[src/sv/periodic_task_release_queue_assert.svh]
// Assertion macros shared by the periodic task release queue RTL.
// Needs a clock named aclk and a synchronous active-low reset named aresetn in scope.
`ifndef PERIODIC_TASK_RELEASE_QUEUE_ASSERT_SVH
`define PERIODIC_TASK_RELEASE_QUEUE_ASSERT_SVH

// Same-cycle implication, disabled during reset.
`define PRTQ_ASSERT_SAME(label, ante, cons, msg) \
    label: assert property (@(posedge aclk) disable iff (!aresetn) (ante) |-> (cons)) \
        else $error(msg);

// Next-cycle implication, disabled during reset.
`define PRTQ_ASSERT_NEXT(label, ante, cons, msg) \
    label: assert property (@(posedge aclk) disable iff (!aresetn) (ante) |=> (cons)) \
        else $error(msg);

`endif

[src/sv/prtq_pkg.sv]
// Package for the periodic task release queue: sizes, request/result structs,
// command struct and back-end state type. No dependencies.
package prtq_pkg;

    localparam int TASKS    = 16;
    localparam int MAX_OUT  = 16;
    localparam int TICK_W   = 32;
    localparam int ID_W     = 4;
    localparam int IDX_W    = (TASKS > 1) ? $clog2(TASKS) : 1;
    localparam int CNT_W    = $clog2(MAX_OUT + 1);
    localparam int SLOT_X_W = 9;   // wide enough for any slot number or TASKS itself
    localparam int QDEPTH   = 4;
    localparam int QPTR_W   = $clog2(QDEPTH);
    localparam int QCNT_W   = $clog2(QDEPTH + 1);

    localparam logic OP_TICK = 1'b0;
    localparam logic OP_REG  = 1'b1;

    typedef struct packed {
        logic              op;
        logic [ID_W-1:0]   task_id;
        logic [TICK_W-1:0] period;
    } in_req_t;

    typedef struct packed {
        logic              released;
        logic [ID_W-1:0]   released_task;
        logic [TICK_W-1:0] next_due;
        logic              last;
    } out_res_t;

    typedef struct packed {
        logic              is_tick;
        logic [IDX_W-1:0]  slot;
        logic [TICK_W-1:0] period;
    } cmd_t;

    typedef enum logic [1:0] {
        BK_IDLE,
        BK_SCAN,
        BK_PUSH,
        BK_FINAL
    } back_state_t;

    function automatic logic [ID_W-1:0] slot_to_id(input logic [IDX_W-1:0] slot);
        logic [SLOT_X_W-1:0] ext;
        ext = SLOT_X_W'(slot);
        return ext[ID_W-1:0];
    endfunction

endpackage

[src/sv/prtq_front.sv]
// Front end: takes requests, drops register requests that do nothing,
// and hands ticks / table writes to the command queue. Uses prtq_pkg.
module prtq_front (
    input  logic              aclk,
    input  logic              aresetn,
    input  logic              s_valid,
    output logic              s_ready,
    input  prtq_pkg::in_req_t s_req,
    output logic              cmd_valid,
    input  logic              cmd_ready,
    output prtq_pkg::cmd_t    cmd
);

    logic                              cmd_valid_reg, cmd_valid_next;
    prtq_pkg::cmd_t                    cmd_reg, cmd_next;
    logic [prtq_pkg::SLOT_X_W-1:0]     id_ext;
    logic                              keep;
    logic                              accept;

    assign id_ext = prtq_pkg::SLOT_X_W'(s_req.task_id);
    // register request with zero period or a slot beyond the table: it is a no-op
    assign keep = (s_req.op == prtq_pkg::OP_TICK) ||
                  ((s_req.period != '0) &&
                   (id_ext < prtq_pkg::SLOT_X_W'(prtq_pkg::TASKS)));

    assign s_ready = !cmd_valid_reg || cmd_ready;
    assign accept  = s_valid && s_ready;

    always_comb begin
        cmd_next.is_tick = (s_req.op == prtq_pkg::OP_TICK);
        cmd_next.slot    = id_ext[prtq_pkg::IDX_W-1:0];
        cmd_next.period  = s_req.period;
        if (accept && keep) begin
            cmd_valid_next = 1'b1;
        end else if (cmd_ready) begin
            cmd_valid_next = 1'b0;
        end else begin
            cmd_valid_next = cmd_valid_reg;
        end
    end

    always_ff @(posedge aclk) begin
        if (!aresetn) begin
            cmd_valid_reg <= 1'b0;
        end else begin
            cmd_valid_reg <= cmd_valid_next;
        end
        if (accept) begin
            cmd_reg <= cmd_next;
        end
    end

    assign cmd_valid = cmd_valid_reg;
    assign cmd       = cmd_reg;

endmodule

[src/sv/prtq_cmd_queue.sv]
// Short FIFO of commands between front and back end.
// Uses prtq_pkg for the command type and depth.
module prtq_cmd_queue (
    input  logic           aclk,
    input  logic           aresetn,
    input  logic           push_valid,
    output logic           push_ready,
    input  prtq_pkg::cmd_t push_cmd,
    output logic           pop_valid,
    input  logic           pop_ready,
    output prtq_pkg::cmd_t pop_cmd
);

    prtq_pkg::cmd_t                  mem [prtq_pkg::QDEPTH];
    logic [prtq_pkg::QPTR_W-1:0]     wr_ptr_reg, wr_ptr_next;
    logic [prtq_pkg::QPTR_W-1:0]     rd_ptr_reg, rd_ptr_next;
    logic [prtq_pkg::QCNT_W-1:0]     cnt_reg, cnt_next;
    logic                            do_push, do_pop;

    assign push_ready = (cnt_reg != prtq_pkg::QCNT_W'(prtq_pkg::QDEPTH));
    assign pop_valid  = (cnt_reg != '0);
    assign do_push    = push_valid && push_ready;
    assign do_pop     = pop_valid && pop_ready;
    assign pop_cmd    = mem[rd_ptr_reg];

    always_comb begin
        wr_ptr_next = do_push ? wr_ptr_reg + 1'b1 : wr_ptr_reg;
        rd_ptr_next = do_pop  ? rd_ptr_reg + 1'b1 : rd_ptr_reg;
        cnt_next    = cnt_reg;
        if (do_push && !do_pop) begin
            cnt_next = cnt_reg + 1'b1;
        end else if (do_pop && !do_push) begin
            cnt_next = cnt_reg - 1'b1;
        end
    end

    always_ff @(posedge aclk) begin
        if (!aresetn) begin
            wr_ptr_reg <= '0;
            rd_ptr_reg <= '0;
            cnt_reg    <= '0;
        end else begin
            wr_ptr_reg <= wr_ptr_next;
            rd_ptr_reg <= rd_ptr_next;
            cnt_reg    <= cnt_next;
        end
        if (do_push) begin
            mem[wr_ptr_reg] <= push_cmd;
        end
    end

endmodule

[src/sv/prtq_back.sv]
// Back end: task table, tick counter, release scan and the result register.
// Uses prtq_pkg and periodic_task_release_queue_assert.svh.
`include "periodic_task_release_queue_assert.svh"

module prtq_back (
    input  logic               aclk,
    input  logic               aresetn,
    input  logic               cmd_valid,
    output logic               cmd_ready,
    input  prtq_pkg::cmd_t     cmd,
    output logic               m_valid,
    input  logic               m_ready,
    output prtq_pkg::out_res_t m_res
);

    localparam logic [prtq_pkg::IDX_W-1:0] LAST_IDX = prtq_pkg::IDX_W'(prtq_pkg::TASKS - 1);
    localparam logic [prtq_pkg::CNT_W-1:0] CAP_M1   = prtq_pkg::CNT_W'(prtq_pkg::MAX_OUT - 1);

    prtq_pkg::back_state_t             state_reg, state_next;
    logic [prtq_pkg::TICK_W-1:0]       tick_reg, tick_next;
    logic [prtq_pkg::TASKS-1:0]        valid_reg, valid_next;
    logic [prtq_pkg::TASKS-1:0]        done_reg, done_next;
    logic [prtq_pkg::TICK_W-1:0]       due_mem    [prtq_pkg::TASKS];
    logic [prtq_pkg::TICK_W-1:0]       period_mem [prtq_pkg::TASKS];
    logic [prtq_pkg::IDX_W-1:0]        scan_idx_reg, scan_idx_next;
    logic                              found_reg, found_next;
    logic [prtq_pkg::IDX_W-1:0]        best_idx_reg, best_idx_next;
    logic [prtq_pkg::TICK_W-1:0]       best_due_reg, best_due_next;
    logic                              pend_valid_reg, pend_valid_next;
    logic [prtq_pkg::IDX_W-1:0]        pend_idx_reg, pend_idx_next;
    logic [prtq_pkg::TICK_W-1:0]       pend_due_reg, pend_due_next;
    logic [prtq_pkg::CNT_W-1:0]        count_reg, count_next;
    logic                              out_valid_reg, out_valid_next;
    prtq_pkg::out_res_t                out_data_reg, out_data_next;

    logic                              pop;
    logic                              out_free;
    logic [prtq_pkg::TICK_W-1:0]       cur_due;
    logic                              cand;
    logic                              take;
    logic                              scan_end;
    logic                              push_go;
    logic [prtq_pkg::TICK_W-1:0]       new_due;
    logic                              due_we;
    logic [prtq_pkg::IDX_W-1:0]        due_waddr;
    logic [prtq_pkg::TICK_W-1:0]       due_wdata;
    logic                              per_we;

    assign cmd_ready = (state_reg == prtq_pkg::BK_IDLE);
    assign pop       = cmd_valid && cmd_ready;
    assign out_free  = !out_valid_reg || m_ready;

    // one table entry examined per cycle
    assign cur_due  = due_mem[scan_idx_reg];
    assign cand     = valid_reg[scan_idx_reg] && !done_reg[scan_idx_reg] && (cur_due <= tick_reg);
    assign take     = cand && (!found_reg || (cur_due < best_due_reg));
    assign scan_end = (scan_idx_reg == LAST_IDX);
    assign push_go  = !pend_valid_reg || out_free;
    assign new_due  = tick_reg + period_mem[best_idx_reg];

    always_comb begin
        state_next = state_reg;
        case (state_reg)
            prtq_pkg::BK_IDLE: begin
                if (pop && cmd.is_tick) begin
                    state_next = prtq_pkg::BK_SCAN;
                end
            end
            prtq_pkg::BK_SCAN: begin
                if (scan_end) begin
                    state_next = (found_reg || take) ? prtq_pkg::BK_PUSH : prtq_pkg::BK_FINAL;
                end
            end
            prtq_pkg::BK_PUSH: begin
                if (push_go) begin
                    state_next = (count_reg == CAP_M1) ? prtq_pkg::BK_FINAL
                                                       : prtq_pkg::BK_SCAN;
                end
            end
            prtq_pkg::BK_FINAL: begin
                if (out_free) begin
                    state_next = prtq_pkg::BK_IDLE;
                end
            end
            default: state_next = prtq_pkg::BK_IDLE;
        endcase
    end

    always_comb begin
        tick_next       = tick_reg;
        valid_next      = valid_reg;
        done_next       = done_reg;
        scan_idx_next   = scan_idx_reg;
        found_next      = found_reg;
        best_idx_next   = best_idx_reg;
        best_due_next   = best_due_reg;
        pend_valid_next = pend_valid_reg;
        pend_idx_next   = pend_idx_reg;
        pend_due_next   = pend_due_reg;
        count_next      = count_reg;
        out_valid_next  = out_valid_reg && !m_ready;
        out_data_next   = out_data_reg;
        due_we          = 1'b0;
        due_waddr       = best_idx_reg;
        due_wdata       = new_due;
        per_we          = 1'b0;
        case (state_reg)
            prtq_pkg::BK_IDLE: begin
                if (pop) begin
                    if (cmd.is_tick) begin
                        tick_next       = tick_reg + 1'b1;
                        done_next       = '0;
                        scan_idx_next   = '0;
                        found_next      = 1'b0;
                        pend_valid_next = 1'b0;
                        count_next      = '0;
                    end else begin
                        valid_next[cmd.slot] = 1'b1;
                        per_we    = 1'b1;
                        due_we    = 1'b1;
                        due_waddr = cmd.slot;
                        due_wdata = tick_reg + cmd.period;
                    end
                end
            end
            prtq_pkg::BK_SCAN: begin
                if (take) begin
                    found_next    = 1'b1;
                    best_idx_next = scan_idx_reg;
                    best_due_next = cur_due;
                end
                scan_idx_next = scan_idx_reg + 1'b1;
            end
            prtq_pkg::BK_PUSH: begin
                if (push_go) begin
                    // earlier release goes out now: another one follows it
                    if (pend_valid_reg) begin
                        out_valid_next              = 1'b1;
                        out_data_next.released      = 1'b1;
                        out_data_next.released_task = prtq_pkg::slot_to_id(pend_idx_reg);
                        out_data_next.next_due      = pend_due_reg;
                        out_data_next.last          = 1'b0;
                    end
                    due_we                 = 1'b1;
                    done_next[best_idx_reg] = 1'b1;
                    pend_valid_next        = 1'b1;
                    pend_idx_next          = best_idx_reg;
                    pend_due_next          = new_due;
                    count_next             = count_reg + 1'b1;
                    scan_idx_next          = '0;
                    found_next             = 1'b0;
                end
            end
            prtq_pkg::BK_FINAL: begin
                if (out_free) begin
                    out_valid_next = 1'b1;
                    out_data_next.last = 1'b1;
                    if (pend_valid_reg) begin
                        out_data_next.released      = 1'b1;
                        out_data_next.released_task = prtq_pkg::slot_to_id(pend_idx_reg);
                        out_data_next.next_due      = pend_due_reg;
                    end else begin
                        out_data_next.released      = 1'b0;
                        out_data_next.released_task = '0;
                        out_data_next.next_due      = '0;
                    end
                end
            end
            default: ;
        endcase
    end

    always_ff @(posedge aclk) begin
        if (!aresetn) begin
            state_reg      <= prtq_pkg::BK_IDLE;
            tick_reg       <= '0;
            valid_reg      <= '0;
            done_reg       <= '0;
            scan_idx_reg   <= '0;
            found_reg      <= 1'b0;
            pend_valid_reg <= 1'b0;
            count_reg      <= '0;
            out_valid_reg  <= 1'b0;
        end else begin
            state_reg      <= state_next;
            tick_reg       <= tick_next;
            valid_reg      <= valid_next;
            done_reg       <= done_next;
            scan_idx_reg   <= scan_idx_next;
            found_reg      <= found_next;
            pend_valid_reg <= pend_valid_next;
            count_reg      <= count_next;
            out_valid_reg  <= out_valid_next;
        end
        best_idx_reg <= best_idx_next;
        best_due_reg <= best_due_next;
        pend_idx_reg <= pend_idx_next;
        pend_due_reg <= pend_due_next;
        out_data_reg <= out_data_next;
        if (due_we) begin
            due_mem[due_waddr] <= due_wdata;
        end
        if (per_we) begin
            period_mem[cmd.slot] <= cmd.period;
        end
    end

    assign m_valid = out_valid_reg;
    assign m_res   = out_data_reg;

    `PRTQ_ASSERT_SAME(a_done_matches_count, state_reg == prtq_pkg::BK_SCAN, $countones(done_reg) == count_reg, "done mask out of step with release count")
    `PRTQ_ASSERT_SAME(a_none_is_last, out_valid_reg && !out_data_reg.released, out_data_reg.last, "empty tick result not marked last")
    `PRTQ_ASSERT_NEXT(a_push_waits, state_reg == prtq_pkg::BK_PUSH && pend_valid_reg && !out_free, state_reg == prtq_pkg::BK_PUSH && $stable(best_idx_reg), "release step moved while result stalled")

endmodule

[src/sv/periodic_task_release_queue.sv]
// Top level of the periodic task release queue: front end, command queue, back end.
// Uses prtq_pkg, prtq_front, prtq_cmd_queue and prtq_back.
//
// s_valid/s_ready/s_req carry requests: op = 0 is a tick, op = 1 registers task_id
//   with the given period (period 0 or an out-of-range slot is dropped up front).
// m_valid/m_ready/m_res carry results: one per released task, earliest due first
//   (lower id on ties), last set on the final one; a tick that releases nothing
//   yields one result with released clear and last set. Registers yield none.
// Flow: the front end registers each request and a 4-deep command queue
//   decouples it from the back end, so requests keep flowing while results wait
//   until the queue fills. The back end writes a register request in its idle
//   state. For a tick, the release search walks the table one entry per cycle and
//   is rerun after each release, then a final step emits the last result. A tick
//   that hits the cap of 16 releases skips the last search.
// Reset: aresetn is synchronous, active low. It zeroes the tick counter, marks
//   every slot empty and empties the queue and result register.
// Stall: if m_ready stays low, the back end holds its next release and stops;
//   the queue then fills and s_ready drops.
module periodic_task_release_queue (
    input  logic               aclk,
    input  logic               aresetn,
    input  logic               s_valid,
    output logic               s_ready,
    input  prtq_pkg::in_req_t  s_req,
    output logic               m_valid,
    input  logic               m_ready,
    output prtq_pkg::out_res_t m_res
);

    // front end -> queue
    logic           fq_valid;
    logic           fq_ready;
    prtq_pkg::cmd_t fq_cmd;

    // queue -> back end
    logic           qb_valid;
    logic           qb_ready;
    prtq_pkg::cmd_t qb_cmd;

    prtq_front u_front (
        .aclk      (aclk),
        .aresetn   (aresetn),
        .s_valid   (s_valid),
        .s_ready   (s_ready),
        .s_req     (s_req),
        .cmd_valid (fq_valid),
        .cmd_ready (fq_ready),
        .cmd       (fq_cmd)
    );

    prtq_cmd_queue u_queue (
        .aclk       (aclk),
        .aresetn    (aresetn),
        .push_valid (fq_valid),
        .push_ready (fq_ready),
        .push_cmd   (fq_cmd),
        .pop_valid  (qb_valid),
        .pop_ready  (qb_ready),
        .pop_cmd    (qb_cmd)
    );

    // back end owns the table, the tick counter and the result register
    prtq_back u_back (
        .aclk      (aclk),
        .aresetn   (aresetn),
        .cmd_valid (qb_valid),
        .cmd_ready (qb_ready),
        .cmd       (qb_cmd),
        .m_valid   (m_valid),
        .m_ready   (m_ready),
        .m_res     (m_res)
    );

endmodule
[config.mk]
export PLATFORM = sky130hd
export DESIGN_NAME = periodic_task_release_queue
export DESIGN_NICKNAME = d
export VERILOG_FILES = /design/src/sv/prtq_pkg.sv /design/src/sv/prtq_front.sv /design/src/sv/prtq_cmd_queue.sv /design/src/sv/prtq_back.sv /design/src/sv/periodic_task_release_queue.sv
export VERILOG_INCLUDE_DIRS = /design/src /design/src/sv
export SDC_FILE = /design/constraint.sdc
export NUM_CORES = 1
export LEC_CHECK = 0
export ABC_CLOCK_PERIOD_IN_PS = 10100
export BUFFER_PORTS_ARGS = -buffer_cell sky130_fd_sc_hd__clkbuf_2
export CORE_MARGIN = 5
export CORE_UTILIZATION = 68
export CTS_CLUSTER_DIAMETER = 120
export CTS_CLUSTER_SIZE = 28
export DETAILED_ROUTE_END_ITERATION = 10
export PLACE_DENSITY = 0.9
export SYNTH_ARGS = -nofsm -noshare
export SYNTH_HDL_FRONTEND = slang
export SYNTH_SLANG_ARGS = --single-unit
[constraint.sdc]
create_clock -name aclk -period 10.1 [get_ports aclk]
set_input_delay 2.02 -clock aclk [delete_from_list [all_inputs] [get_ports aclk]]
set_output_delay 2.02 -clock aclk [all_outputs]
set_load 0.005 [all_outputs]
* Word-level counts from Yosys, hierarchy flattened *
Memory sizes are Yosys's and may differ from the RTL's. A register that Yosys moved wholly into a read port is not among the register bits.
Cells that the tools add are included.

word-level totals
  register bits = 233
  bits in latches = 0
  bits in writable memories = 1,172
  ROM bits = 0
  input bits = 41
  output and inout bits = 40
  logic and storage cells = 176
  memories kept = 3

memories
  memory             words  bits a word  rd ports  clocked after memory_dff  write ports  line                  source
  u_back.due_mem     16     32           1         1                         1            prtq_back.sv:23       logic [prtq_pkg::TICK_W-1:0] due_mem [prtq_pkg::TASKS];
  u_back.period_mem  16     32           1         1                         1            prtq_back.sv:24       logic [prtq_pkg::TICK_W-1:0] period_mem [prtq_pkg::TASKS];
  u_queue.mem        4      37           1         1                         1            prtq_cmd_queue.sv:14  prtq_pkg::cmd_t mem [prtq_pkg::QDEPTH];

cells by class
  add/subtract/negate cells = 9
  multipliers = 0
  divide/modulo/power cells = 0
  $lt $le $gt $ge = 8
  eq/ne operators = 14
  shift operators = 0
  muxes and demuxes = 69
  bitwise gates (word level) = 4
  reduce and logical (&&, ||, !) cells = 45

operators by type and width
  kind                                                         number
  2-to-1 mux 38 bit                                            3
  2-to-1 mux 32 bit                                            3
  case mux 38 bit (2 select lines)                             1
  adder 32 bit                                                 2
  2-to-1 mux 16 bit                                            3
  2-to-1 mux 37 bit                                            1
  2-to-1 mux 4 bit                                             9
  adder 32 x 1 -> 32 bit (second input constant)               1
  <= comparator 32 bit                                         1
  less-than comparator 32 bit                                  1
  bitwise OR 16 bit                                            2
  case mux 16 bit (2 select lines)                             1
  nonzero test 32 bit                                          1
  2-to-1 mux 1 bit                                             25
  less-than comparator 4 x 5 -> 1 bit (second input constant)  4
  AND reduction 4 bit                                          4
  2-to-1 mux 5 bit                                             3
  logical AND 1 bit                                            14
  2-to-1 mux 2 bit                                             7
  case mux 4 bit (3 select lines)                              1
  != test 2 x 1 -> 1 bit (second input constant)               5
  case mux 5 bit (2 select lines)                              1
  binary-select mux 1 bit (select 4 bit)                       2
  demux 1 bit (select 4 bit)                                   2
  25 further kinds                                             52

* Depth between registers and ports, before layout *
  depth after elaboration = 10
  depth in mapped cells = 17
  mapped depth without buffers = 14

* Modules after synthesis *
From an unflattened synthesis, not the netlist that was laid out.

second synthesis, totals
  cells, all modules = 3,003
  area total of the unflattened synthesis = 57,746.6 um^2

by module, submodules not included
  module          instances  cells an instance  area each (um^2)  seq. area each (um^2)
  prtq_back       1          2,707              50,596.0          35,774.3
  prtq_cmd_queue  1          241                5,890.6           4,624.4
  prtq_front      1          55                 1,260.0           1,131.1

* Least setup slack after synthesis *
Ideal clock, no wire load.

  path kind = input to register
  start = in m_ready
  end = mem u_back.due_mem[0][0] in the netlist's numbering (enable)
  library setup time = 421 ps
  arrival = 5,429 ps
  setup slack = 4,250 ps
  stages = 6
  buffers on the path = 1
  cell sequence = nor2b_1 > nand2_1 > and3b_1 > clkbuf_1 > a21boi_0 > nor2_1

between the ends
  word-level cells in the longest chain between the ends = 6

ends and longest elaborated chain
  what                                    line                               source
  start: declaration                      periodic_task_release_queue.sv:26  input logic m_ready,
  logical OR 1 bit                        prtq_back.sv:51                    assign out_free = !out_valid_reg || m_ready;
  logical OR 1 bit                        prtq_back.sv:58                    assign push_go = !pend_valid_reg || out_free;
  2-to-1 mux 1 bit                        prtq_back.sv:135                   if (push_go) begin
  case mux 1 bit (2 select lines)         prtq_back.sv:107                   case (state_reg)
  2-to-1 mux 1 bit                        prtq_back.sv:200                   if (due_we) begin
  2-to-1 mux 1 bit (implied by the code)  prtq_back.sv:201                   due_mem[due_waddr] <= due_wdata;
  end: declaration                        prtq_back.sv:23

No other way between the ends.

==> results.py <==
metrics = {
    "status": {
        "outcome": "finished, final reports clean",
    },
    "worst_setup_path": {
        "cp.arrival_ps": 6790,
        "critical_path_required_ps": 10430,
        "timing.critical_path.from_type": "register",
        "criticalPathCategory": "reg -> reg",
        "end_kind": "register",
        "crit_fanout": 48,
    },
    "finish": {
        "multiInputGateArea_um2": 15500,
        "register_area_um2": 41500,
        "reg.largest.list": "u_back.due_mem: 512 flops, u_back.period_mem: 512 flops, u_queue.mem: 148 flops",
        "syn_to_final_growth_pct": 6.53,
        "nNetsFinal": 3282,
        "fin_area_um2": 61400,
        "drive_gt1_frac": 0.204,
        "nFillCells": 4641,
    },
    "floorplanning": {
        "dieArea_um2": 90600,
        "rows": 106,
        "boundaryPins": 81,
        "die_x_um": 301,
        "initial_core_util": 0.687,
        "die_h_um": 301,
        "core-area_um2": 83800,
    },
    "sta": {
        "finalCritPeriodShare": 0.640,
        "finalSetupTns_ps": 0,
        "hold_viol": 0,
        "rsz0062_at_grt": "false",
        "relSlewSlack": 0.170,
        "finalMaxSlewViolations": 0,
        "fin_crit_ps": 6470,
        "fin_worst_skew_ps": 40.1,
        "fmax_ghz": 0.155,
        "setup_viol": 0,
        "worst_pin_slew_ps": 1210,
    },
    "drt": {
        "dr_total_vias": 29900,
        "wl_per_cell_um": 32.4,
        "postRouteAntennaNets": 0,
        "vias_per_cell": 7.00,
        "drcViolationCount": 0,
        "drt_iter0_markers": 3827,
        "drt-pass1-iter-count": 7,
        "wirelength_um": 138000,
    },
    "synth": {
        "ys.flop_type": "edfxtp_1",
        "ys_types": 77,
        "synth_edf_count": 1319,
        "synth_top_area_frac": 0.688,
        "netlist_instances": 3005,
        "synth_commonest_cells": "edfxtp_1, mux4_2, ha_1",
        "syn_area_um2": 57600,
        "yosysMostFrequentCell": "edfxtp_1",
        "syn_nets": 3183,
        "yosys-top-cells-area": "edfxtp_1, mux4_2, dfxtp_1",
        "synth.ff_latch_count": 1415,
        "ys_warn_count": 0,
        "synth.avg_cell_area_um2": 19.2,
        "yosysTopAreaCell": "edfxtp_1",
        "seq_area_frac_synth": 0.721,
        "ys_async_sr_fraction": 0,
    },
    "placement": {
        "placed_area_um2": 59800,
        "place_congestion": 0.932,
        "dp_hpwl_um": 86000,
        "io_buffers": 80,
    },
    "cts": {
        "htree_levels": 2,
        "post_cts_resized": 0,
        "cts_buffers": 56,
        "cts_tree": "built",
        "cts_setup_buffers": 0,
        "clkTransAtPathRegs_ps": 100,
        "hold_buffers": 0,
        "clk_latency_ps": 670,
        "cts.sinks": 1415,
        "root_buffer": "clkbuf_16",
        "cts_buffer_depth": 3,
    },
    "grt": {
        "grt_start_max_net_pins": 70,
        "grt_pass1_vias": 30800,
        "antenna_found_initial": 5,
        "grt_overflow": 0,
        "grt_first_pass_wirelength_um": 202000,
        "grt_util_all_layers": 0.308,
    },
    "power": {
        "max-vdd-ir-drop_uv": 203,
        "leakage_nw": 19.9,
        "p_per_area_nw_per_um2": 205,
    },
    "worst_hold_path": {
        "hold_class": "reg -> reg",
    },
    "job": {
        "cap_violations": 0,
    },
}
## layout by cell type (no fill, tap or decap), types with 34 or more instances in the layout
master	count
a21o_1	43
a21oi_1	78
and2_1	84
buf_4	75
clkbuf_1	34
clkbuf_16	57
clkbuf_2	80
dfxtp_1	88
edfxtp_1	1319
ha_1	134
inv_1	94
mux4_2	355
nand2_1	98
nor2_1	64
o21ai_0	70
xnor2_1	73
## layout make-up
| class | count | share of cell area |
|---|---|---|
| tap | 1134 | 0.0231 |
| sequential | 1415 | 0.677 |
| clock inverter | 1 | 0.000265 |
| antenna | 1 | 0.0000408 |
| clock buffer | 91 | 0.0253 |
| multi-input combinational | 1381 | 0.253 |
| inverter | 95 | 0.00581 |
| timing repair buffer | 155 | 0.0157 |
## logic make-up (layout without fill, tap and decap cells)
family	count (synthesis)	in the layout	synth area share
fa+ha+maj	137	137	0.0301
simple gates	447	447	0.0405
compound gates	329	329	0.0373
xor+xnor	93	93	0.0141
mux	375	375	0.143
flops	1415	1415	0.721
other cells	0	1	0
buf+inv	209	342	0.0142
## final timing paths
path	startpoint	slack (ps)	endpoint	cells past startpoint
worst max register to register	register	3630	u_back.best_due_reg[17]	14
worst max-delay path	register	3630	u_back.best_due_reg[17]	14
worst min register to register	u_back.valid_reg[7]	490	u_back.valid_reg[7]	1
worst min-delay path	u_back.valid_reg[7]	490	u_back.valid_reg[7]	1
## critical path, cell delays in order, from the launching register on
cell and delay, ps:
dfxtp_4 910, buf_4 860, mux4_2 620, mux4_2 520, ha_1 350, a2111oi_0 460
o21ai_0 140, o21ai_0 100, o21ai_0 140, a21oi_1 240, nand2_1 120, a221o_1 380
or3_1 520, inv_1 240, buf_4 420
## per-stage QoR
step / worst slack (ps) / power, mW / cells / hold slack [ps] / utilization
after global placement: 3810 / 9.69 / 4180 / 452 / 0.713
after floorplan: 4250 / 8.98 / 3005 / 421 / -
after global routing: 3170 / 13.0 / 4272 / 502 / 0.732
final: 3630 / 12.6 / 4273 / 485 / 0.732
after CTS: 3630 / 12.5 / 4272 / 480 / 0.732
after detailed placement: 3650 / 9.89 / 4180 / 459 / 0.713
## routing by layer
layer  global-route usage  vias to the layer above  share of wire
li1                     -                    12300              -
met1                0.415                    15300           0.35
met2                0.527                     2020           0.51
met3               0.0520                      330           0.10
met4               0.0995                        4          0.038
met5                    0                        -        0.00020
## power breakdown
| part | internal [mW] | leakage (nW) | switching (mW) |
|---|---|---|---|
| logic | 0.762 | 6.40 | 1.60 |
| clock network | 1.07 | 0.750 | 1.65 |
| registers | 7.30 | 12.7 | 0.176 |
(Power assumes the default switching activity.)
